`src/sha1md_pkg.sv`:
```
package sha1md_pkg;

	typedef struct packed {
		logic [7:0] data_byte;
		logic       is_last;
	} byte_item_t;

	typedef struct packed {
		logic [31:0] digest_word;
		logic [2:0]  word_index;
		logic        is_final_word;
	} digest_item_t;

	// One 32-bit message word on its way from the front to the round engine
	typedef struct packed {
		logic [31:0] word;
		logic        msg_end;
	} q_entry_t;

	localparam int BLOCK_WORDS = 16;
	localparam int ROUNDS      = 80;

	localparam logic [2:0] LAST_WORD_IDX = 3'd4;
	localparam logic [7:0] PAD_MARKER    = 8'h80;

	localparam logic [31:0] K_0 = 32'h5A827999;
	localparam logic [31:0] K_1 = 32'h6ED9EBA1;
	localparam logic [31:0] K_2 = 32'h8F1BBCDC;
	localparam logic [31:0] K_3 = 32'hCA62C1D6;

	function automatic logic [31:0] iv_word(input logic [2:0] idx);
		logic [31:0] w;
		unique case (idx)
			3'd0:    w = 32'h67452301;
			3'd1:    w = 32'hEFCDAB89;
			3'd2:    w = 32'h98BADCFE;
			3'd3:    w = 32'h10325476;
			default: w = 32'hC3D2E1F0;
		endcase
		return w;
	endfunction

endpackage

```
`src/sha1md_front.sv`:
```
module sha1md_front (
	input  logic                  clk,
	input  logic                  arst_n,
	input  logic                  byte_valid,
	output logic                  byte_stall,
	input  sha1md_pkg::byte_item_t byte_item,
	output logic                  push,
	output sha1md_pkg::q_entry_t  push_entry,
	input  logic                  q_full
);
	import sha1md_pkg::*;

	typedef enum logic [1:0] {ST_BYTES, ST_MARK, ST_FILL} state_t;

	state_t      state_q;
	logic [60:0] count_q;
	logic [60:0] cnt_next;
	logic [23:0] acc_q;
	logic [3:0]  pw_q;
	logic        len_ok_q;
	logic        take;
	logic [31:0] marker_word;

	assign byte_stall = (state_q != ST_BYTES) || q_full;
	assign take       = byte_valid && !byte_stall;
	assign cnt_next   = count_q + 61'd1;

	// first padding word: pending bytes, then the marker, then zeros
	always_comb begin
		case (count_q[1:0])
			2'd0:    marker_word = {PAD_MARKER, 24'h0};
			2'd1:    marker_word = {acc_q[7:0], PAD_MARKER, 16'h0};
			2'd2:    marker_word = {acc_q[15:0], PAD_MARKER, 8'h0};
			default: marker_word = {acc_q[23:0], PAD_MARKER};
		endcase
	end

	always_comb begin
		push       = 1'b0;
		push_entry = '0;
		unique case (state_q)
			ST_BYTES: begin
				push            = take && (count_q[1:0] == 2'd3);
				push_entry.word = {acc_q, byte_item.data_byte};
			end
			ST_MARK: begin
				push            = !q_full;
				push_entry.word = marker_word;
			end
			ST_FILL: begin
				push = !q_full;
				// length in bits sits in words 14 and 15 of the final block
				if (len_ok_q && pw_q == 4'd14) begin
					push_entry.word = count_q[60:29];
				end else if (len_ok_q && pw_q == 4'd15) begin
					push_entry.word    = {count_q[28:0], 3'b000};
					push_entry.msg_end = 1'b1;
				end
			end
			default: begin
				push = 1'b0;
			end
		endcase
	end

	always_ff @(posedge clk or negedge arst_n) begin
		if (!arst_n) begin
			state_q  <= ST_BYTES;
			count_q  <= '0;
			pw_q     <= '0;
			len_ok_q <= 1'b0;
		end else begin
			unique case (state_q)
				ST_BYTES: begin
					if (take) begin
						count_q <= cnt_next;
						if (byte_item.is_last) begin
							state_q <= ST_MARK;
							pw_q    <= cnt_next[5:2];
						end
					end
				end
				ST_MARK: begin
					if (!q_full) begin
						pw_q     <= pw_q + 4'd1;
						// no room for the length here: it goes into a fresh block
						len_ok_q <= (pw_q < 4'd14) || (pw_q == 4'd15);
						state_q  <= ST_FILL;
					end
				end
				ST_FILL: begin
					if (!q_full) begin
						pw_q <= pw_q + 4'd1;
						if (len_ok_q && pw_q == 4'd15) begin
							state_q  <= ST_BYTES;
							count_q  <= '0;
							len_ok_q <= 1'b0;
						end else if (pw_q == 4'd15) begin
							len_ok_q <= 1'b1;
						end
					end
				end
				default: begin
					state_q <= ST_BYTES;
				end
			endcase
		end
	end

	always_ff @(posedge clk) begin
		if (take) begin
			acc_q <= {acc_q[15:0], byte_item.data_byte};
		end
	end

endmodule

```
`src/sha1md_queue.sv`:
```
module sha1md_queue #(
	parameter int Depth = 16
) (
	input  logic                 clk,
	input  logic                 arst_n,
	input  logic                 push,
	input  sha1md_pkg::q_entry_t push_entry,
	output logic                 full,
	input  logic                 pop,
	output sha1md_pkg::q_entry_t pop_entry,
	output logic                 empty
);
	import sha1md_pkg::*;

	localparam int PtrW = (Depth > 1) ? $clog2(Depth) : 1;
	localparam int CntW = $clog2(Depth + 1);

	q_entry_t        mem_q [Depth];
	logic [PtrW-1:0] wr_ptr_q;
	logic [PtrW-1:0] rd_ptr_q;
	logic [CntW-1:0] cnt_q;

	assign full      = (cnt_q == CntW'(Depth));
	assign empty     = (cnt_q == '0);
	assign pop_entry = mem_q[rd_ptr_q];

	function automatic logic [PtrW-1:0] ptr_inc(input logic [PtrW-1:0] p);
		return (p == PtrW'(Depth - 1)) ? '0 : p + 1'b1;
	endfunction

	always_ff @(posedge clk or negedge arst_n) begin
		if (!arst_n) begin
			wr_ptr_q <= '0;
			rd_ptr_q <= '0;
			cnt_q    <= '0;
		end else begin
			if (push) begin
				wr_ptr_q <= ptr_inc(wr_ptr_q);
			end
			if (pop) begin
				rd_ptr_q <= ptr_inc(rd_ptr_q);
			end
			if (push && !pop) begin
				cnt_q <= cnt_q + 1'b1;
			end else if (pop && !push) begin
				cnt_q <= cnt_q - 1'b1;
			end
		end
	end

	always_ff @(posedge clk) begin
		if (push) begin
			mem_q[wr_ptr_q] <= push_entry;
		end
	end

endmodule

```
`src/sha1md_back.sv`:
```
module sha1md_back (
	input  logic                     clk,
	input  logic                     arst_n,
	output logic                     pop,
	input  sha1md_pkg::q_entry_t     pop_entry,
	input  logic                     empty,
	output logic                     digest_valid,
	input  logic                     digest_stall,
	output sha1md_pkg::digest_item_t digest_item
);
	import sha1md_pkg::*;

	typedef enum logic [1:0] {ST_LOAD, ST_RUN, ST_ADD, ST_OUT} state_t;

	state_t      state_q;
	logic [3:0]  ld_cnt_q;
	logic [6:0]  round_q;
	logic        end_q;
	logic [2:0]  out_idx_q;
	logic        digest_valid_q;
	logic [31:0] h_q [5];
	logic [31:0] win_q [BLOCK_WORDS];
	logic [31:0] a_q, b_q, c_q, d_q, e_q;
	logic [31:0] w_next;
	logic [31:0] f_val;
	logic [31:0] k_val;
	logic [31:0] t_val;
	logic        last_load;

	assign pop       = (state_q == ST_LOAD) && !empty;
	assign last_load = pop && (ld_cnt_q == 4'(BLOCK_WORDS - 1));

	// schedule word sixteen rounds ahead of the one in win_q[0]
	assign w_next = {win_q[13][30:0] ^ win_q[8][30:0] ^ win_q[2][30:0] ^ win_q[0][30:0],
		win_q[13][31] ^ win_q[8][31] ^ win_q[2][31] ^ win_q[0][31]};

	always_comb begin
		if (round_q < 7'd20) begin
			f_val = (b_q & c_q) | (~b_q & d_q);
			k_val = K_0;
		end else if (round_q < 7'd40) begin
			f_val = b_q ^ c_q ^ d_q;
			k_val = K_1;
		end else if (round_q < 7'd60) begin
			f_val = (b_q & c_q) | (b_q & d_q) | (c_q & d_q);
			k_val = K_2;
		end else begin
			f_val = b_q ^ c_q ^ d_q;
			k_val = K_3;
		end
	end

	assign t_val = {a_q[26:0], a_q[31:27]} + f_val + e_q + k_val + win_q[0];

	assign digest_valid              = digest_valid_q;
	assign digest_item.digest_word   = h_q[out_idx_q];
	assign digest_item.word_index    = out_idx_q;
	assign digest_item.is_final_word = (out_idx_q == LAST_WORD_IDX);

	always_ff @(posedge clk or negedge arst_n) begin
		if (!arst_n) begin
			state_q        <= ST_LOAD;
			ld_cnt_q       <= '0;
			round_q        <= '0;
			end_q          <= 1'b0;
			out_idx_q      <= '0;
			digest_valid_q <= 1'b0;
			for (int i = 0; i < 5; i++) begin
				h_q[i] <= iv_word(3'(i));
			end
		end else begin
			unique case (state_q)
				ST_LOAD: begin
					if (pop) begin
						ld_cnt_q <= ld_cnt_q + 4'd1;
						end_q    <= pop_entry.msg_end;
						if (last_load) begin
							state_q <= ST_RUN;
							round_q <= '0;
						end
					end
				end
				ST_RUN: begin
					round_q <= round_q + 7'd1;
					if (round_q == 7'(ROUNDS - 1)) begin
						state_q <= ST_ADD;
					end
				end
				ST_ADD: begin
					h_q[0] <= h_q[0] + a_q;
					h_q[1] <= h_q[1] + b_q;
					h_q[2] <= h_q[2] + c_q;
					h_q[3] <= h_q[3] + d_q;
					h_q[4] <= h_q[4] + e_q;
					round_q <= '0;
					if (end_q) begin
						state_q        <= ST_OUT;
						out_idx_q      <= '0;
						digest_valid_q <= 1'b1;
					end else begin
						state_q <= ST_LOAD;
					end
				end
				ST_OUT: begin
					if (!digest_stall) begin
						if (out_idx_q == LAST_WORD_IDX) begin
							digest_valid_q <= 1'b0;
							state_q        <= ST_LOAD;
							for (int i = 0; i < 5; i++) begin
								h_q[i] <= iv_word(3'(i));
							end
						end else begin
							out_idx_q <= out_idx_q + 3'd1;
						end
					end
				end
				default: begin
					state_q <= ST_LOAD;
				end
			endcase
		end
	end

	always_ff @(posedge clk) begin
		if (pop || state_q == ST_RUN) begin
			for (int i = 0; i < BLOCK_WORDS - 1; i++) begin
				win_q[i] <= win_q[i + 1];
			end
			win_q[BLOCK_WORDS - 1] <= (state_q == ST_RUN) ? w_next : pop_entry.word;
		end
		if (last_load) begin
			a_q <= h_q[0];
			b_q <= h_q[1];
			c_q <= h_q[2];
			d_q <= h_q[3];
			e_q <= h_q[4];
		end else if (state_q == ST_RUN) begin
			a_q <= t_val;
			b_q <= a_q;
			c_q <= {b_q[1:0], b_q[31:2]};
			d_q <= c_q;
			e_q <= d_q;
		end
	end

endmodule

```
`src/sha1_message_digest.sv`:
```
// SHA-1 over a byte stream. One message byte per beat on the byte channel, the final byte
// flagged with is_last; five digest beats follow on the digest channel, word 0 (most
// significant) first, word 4 flagged is_final_word. Empty messages cannot be sent. The front
// takes a byte each cycle while the word queue has room and adds the padding itself (up to 18
// words, one a cycle while the queue has room, during which bytes are stalled). The round
// engine loads a block of 16 words from the queue, runs 80 rounds and adds the result into
// the chain for each 64-byte block; its throughput is set by the single round unit. The queue
// lets the next block arrive while rounds run. While the digest leaves, the next message's
// bytes may already flow in.
module sha1_message_digest #(
	parameter int QueueDepth = 16
) (
	input  logic                     clk,
	input  logic                     arst_n,
	input  logic                     byte_valid,
	output logic                     byte_stall,
	input  sha1md_pkg::byte_item_t   byte_item,
	output logic                     digest_valid,
	input  logic                     digest_stall,
	output sha1md_pkg::digest_item_t digest_item
);
	import sha1md_pkg::*;

	logic     push;
	q_entry_t push_entry;
	logic     q_full;
	logic     pop;
	q_entry_t pop_entry;
	logic     q_empty;

	sha1md_front u_front (
		.clk        (clk),
		.arst_n     (arst_n),
		.byte_valid (byte_valid),
		.byte_stall (byte_stall),
		.byte_item  (byte_item),
		.push       (push),
		.push_entry (push_entry),
		.q_full     (q_full)
	);

	sha1md_queue #(
		.Depth (QueueDepth)
	) u_queue (
		.clk        (clk),
		.arst_n     (arst_n),
		.push       (push),
		.push_entry (push_entry),
		.full       (q_full),
		.pop        (pop),
		.pop_entry  (pop_entry),
		.empty      (q_empty)
	);

	sha1md_back u_back (
		.clk          (clk),
		.arst_n       (arst_n),
		.pop          (pop),
		.pop_entry    (pop_entry),
		.empty        (q_empty),
		.digest_valid (digest_valid),
		.digest_stall (digest_stall),
		.digest_item  (digest_item)
	);

endmodule

```
`config.mk`:
```
export PLATFORM = sky130hd
export DESIGN_NAME = sha1_message_digest
export DESIGN_NICKNAME = d
export VERILOG_FILES = /design/src/sha1md_pkg.sv /design/src/sha1md_front.sv /design/src/sha1md_queue.sv /design/src/sha1md_back.sv /design/src/sha1_message_digest.sv
export SDC_FILE = /design/constraint.sdc
export NUM_CORES = 2
export LEC_CHECK = 0
export BUFFER_PORTS_ARGS = -buffer_cell sky130_fd_sc_hd__buf_4
export CAP_MARGIN = 40
export CORE_ASPECT_RATIO = 1.4
export CORE_MARGIN = 2
export CORE_UTILIZATION = 58
export DETAILED_ROUTE_END_ITERATION = 10
export PLACE_DENSITY = 0.78
export SYNTH_ARGS = -nofsm -noshare
export SYNTH_HDL_FRONTEND = slang
export SYNTH_HIERARCHICAL = 1
export SYNTH_SLANG_ARGS = --single-unit
```
`constraint.sdc`:
```
create_clock -name clk -period 13.45 [get_ports clk]
set_input_delay 2.0175 -clock clk [delete_from_list [all_inputs] [get_ports clk]]
set_output_delay 2.0175 -clock clk [all_outputs]
set_load 0.02 [all_outputs]
```
==> results by stage <==
CTS:
- Gates resized during post-CTS repair numbered 0.
- The level count of the clock H-tree is 4.
- The number of sinks driven by the clock tree is 1483.
- The number of post-CTS setup repair buffers is 0.
- The clock passes through at most 3 buffers.
- The clock tree from TritonCTS is done.
- Clock latency on the worst-skew pair, taken at its later pin, is 0.79 ns.
- Clock-pin slew was measured on the worst setup and hold paths at 0.07 ns.
- The root buffer selected by CTS is clkbuf_16.
- The count of hold-fix buffers inserted at cts is 0.
- The number of buffers added by the clock tree synthesis step is 139.

Critical path:
- The register-to-register path setup slack is 6.51 ns.
- The worst setup path is launched from a register.
- In this run the worst path has a maximum fanout of 20.
- Data on the critical path is required at its endpoint by 13.97 ns.
- The endpoint type of the worst setup path is a register.
- The signal arrival time at the worst endpoint is 7.45 ns.
- By startpoint and endpoint, the worst setup path is classified as register to register.

Timing:
- The slew at the pin with the worst max-slew slack is 1.11 ns.
- The headroom to the max-slew limit is 0.257.
- Setup repair after global routing left no endpoint under its margin.
- The shortest period the worst path allows is 6.94 ns.
- Between clock sinks in the finished design, the worst skew comes to 0.0278 ns.
- The post-route clock period utilization is 0.516.
- Setup violations remaining at the end of the flow were counted as 0.
- The peak clock frequency supported by timing is 0.144 GHz.
- After routing, the total negative slack on setup checks comes to 0 ns.
- The max-slew violation count is 0.
- The final hold violation count came to 0.

Synthesis:
- The number of enable-type register cells in the synthesized netlist is 1224.
- The synthesized netlist cell count is 5328.
- The prevailing post-synth register cell is edfxtp_1.
- The largest total area in the synthesized netlist belongs to edfxtp_1.
- The distinct cell type count after synthesis is 101.
- Of the post-synthesis cell area, the dominant cell type holds 0.520.
- The Yosys step of the flow raised 6 warnings.
- The net count after synthesis is 5684.
- Of all flip-flops after synthesis, the portion carrying an async set or reset was 0.175.
- The proportion of synthesized chip area in sequential cells is 0.613.
- Counting instances in the post-synthesis netlist gives the leading cell types as 1224 x edfxtp_1, 652 x nand2_1, 310 x inv_1, 296 x o21ai_0, 283 x a21oi_1.
- By instance count, the leading cell after synthesis is edfxtp_1.
- Synthesis inferred 1483 register bits.
- The mean post-synth cell area is 13.3 µm².
- The cell area that synthesis handed to floorplanning was 0.0707 mm².
- Sorting the synthesized cells by area gives the leading types as edfxtp_1 52%, dfrtp_1 6.3%, mux4_2 4.2%.

Routing:
- The number of antenna-violating nets in the routed design is 0.
- The total wirelength of the detailed-routed design is 179 mm.
- The initial DRC count is 4800.
- The count of vias placed by the detailed router is 44874.
- The post-detailed-route DRC marker count is 0.
- The average routed wire per standard cell is 25.1 µm.
- After detailed routing, the number of vias per cell comes to 6.31.
- The number of optimization iterations in the first detailed-route pass is 8.

Global route:
- The first global-routing pass estimated 272 mm of wire.
- The aggregate global-route resource usage is 0.289.
- The total congestion overflow is 0.
- The pin count of the biggest net entering global routing is 222.
- The via count of the first global-routing pass is 45033.
- The initial antenna violation count was 1.

Die:
- For this configuration, the core starts out at a cell density of 0.585.
- The number of primary I/O pins is 51.
- The floorplan step defined a core boundary enclosing 0.121 mm².
- The width of the chip is 299 µm.
- In this run the vertical extent of the chip is 417 µm.
- The floorplan step defined a die boundary enclosing 0.125 mm².
- The total number of placement rows is 151.

Status:
- The run finished with clean final reports.

Final layout:
- The fraction of layout instances using a drive strength above 1 is 0.122.
- In the final design database the tool counted 5755 nets.
- The repair_antennas step left the layout with diodes totalling 0.
- Compared with the post-synthesis result, the final layout area differs by 10.2%.
- The final standard cell count with taps included and fillers excluded is 7117.

Worst hold path:
- The path class of the tightest hold or removal check is register to register.

Place:
- The congestion estimate from routability-driven global placement came to 1.00.
- The sum of net half-perimeters after detailed placement is 118 mm.
- Input and output buffers added on the ports amount to 50.
- Including well taps, the total number of placed cells is 6860.

Job:
- Max-cap violations in this run came to 0.
registers in the layout (all words and copies together) (netlist names), 24 cells and up:
| register | cells |
|---|---|
| u_back/e_q | 32 |
| u_back/b_q | 32 |
| u_front/count_q | 61 |
| u_queue/mem_q | 528 |
| u_back/d_q | 32 |
| u_back/h_q | 160 |
| u_back/a_q | 32 |
| u_front/acc_q | 24 |
| u_back/win_q | 512 |
| u_back/c_q | 32 |
kinds of logic after synthesis:
logic type,Yosys count,synth area share
fa+ha+maj,343,0.0741
mux,282,0.0633
xor+xnor,279,0.0346
flops,1483,0.613
buf+inv,526,0.0298
compound gates,1108,0.101
simple gates,1307,0.0839
per-layer routing:
| metal | wire length, µm | GRT usage | vias to the layer above | share of wire |
|---|---|---|---|---|
| met3 | 11600 | 0.0441 | 530 | 0.065 |
| met2 | 89400 | 0.485 | 1997 | 0.50 |
| li1 | - | - | 19880 | - |
| met5 | 13 | 0 | - | 0.000073 |
| met1 | 65900 | 0.354 | 22465 | 0.37 |
| met4 | 12000 | 0.174 | 2 | 0.067 |
critical path: stages (launching register included):
cell and delay (ns):
dfrtp_1 0.52, a41oi_1 0.27, nand2_1 0.13, buf_4 0.30
clkinv_1 0.70, a221oi_1 0.57, fa_1 0.51, fa_1 0.51
fa_1 0.51, inv_1 0.04, ha_1 0.35, a21o_1 0.14
a21oi_1 0.07, a211oi_1 0.38, nor3_1 0.18, o31ai_1 0.61
nand2_1 0.24, o2111ai_1 0.29, a31oi_1 0.13, xor2_1 0.14
o21ai_0 0.09
cell usage in the layout, fill, tap and decap left out, types with 25 or more instances in the layout:
cell type,synthesis,layout
nand4_1,45,45
fa_1,126,126
nand2_1,652,650
a32oi_1,34,34
a22oi_1,47,47
nor3_1,53,51
clkbuf_16,0,141
a21o_1,87,87
o21ai_1,43,43
mux2i_1,141,141
nand3_1,68,68
inv_1,310,309
mux4_2,131,131
xnor2_1,185,185
and3_1,25,25
o21ai_0,296,296
or3_1,37,37
dfrtp_1,179,174
ha_1,217,217
nand2b_1,35,32
nor2_1,259,249
o21a_1,27,27
buf_4,4,127
dfstp_2,80,80
edfxtp_1,1224,1224
a21oi_1,283,283
o31ai_1,35,35
xor2_1,94,94
metrics by stage:
stage               cell area [µm²]  hold slack, ns  setup WS [ns]  utilization
floorplan                     70700           0.400           4.93            -
global placement              72900           0.401           6.71        0.603
detailed placement            73200           0.405           6.55        0.605
CTS                           77900           0.408           6.53        0.644
global route                  77900           0.419           6.23        0.645
finish                        77900           0.407           6.51        0.645
worst paths after layout:
check                                      from                   end  depth (start not counted)
hold / removal             u_back/win_q[0][156]  u_back/win_q[0][124]                          0
max in group asynchronous                arst_n   u_queue/rd_ptr_q[1]                          4
setup reg to reg              u_back/round_q[4]        u_back/a_q[30]                         20
setup / recovery              u_back/round_q[4]        u_back/a_q[30]                         20
hold reg to reg            u_back/win_q[0][156]  u_back/win_q[0][124]                          0
min in group asynchronous                arst_n        u_back/h_q[27]                          1
final cells by class:
| type | instances | area (µm²) |
|---|---|---|
| Multi-Input combinational cell | 3319 | 25400 |
| Timing Repair Buffer | 144 | 1260 |
| Clock buffer | 171 | 3730 |
| Sequential cell | 1483 | 43400 |
| Inverter | 312 | 1170 |
| Fill cell | 8646 | 43000 |
| Tap cell | 1606 | 2010 |
| Clock inverter | 82 | 975 |
Power is not shown: default switching activity piles up to over one toggle a cycle in this logic, so the estimate is an artifact.
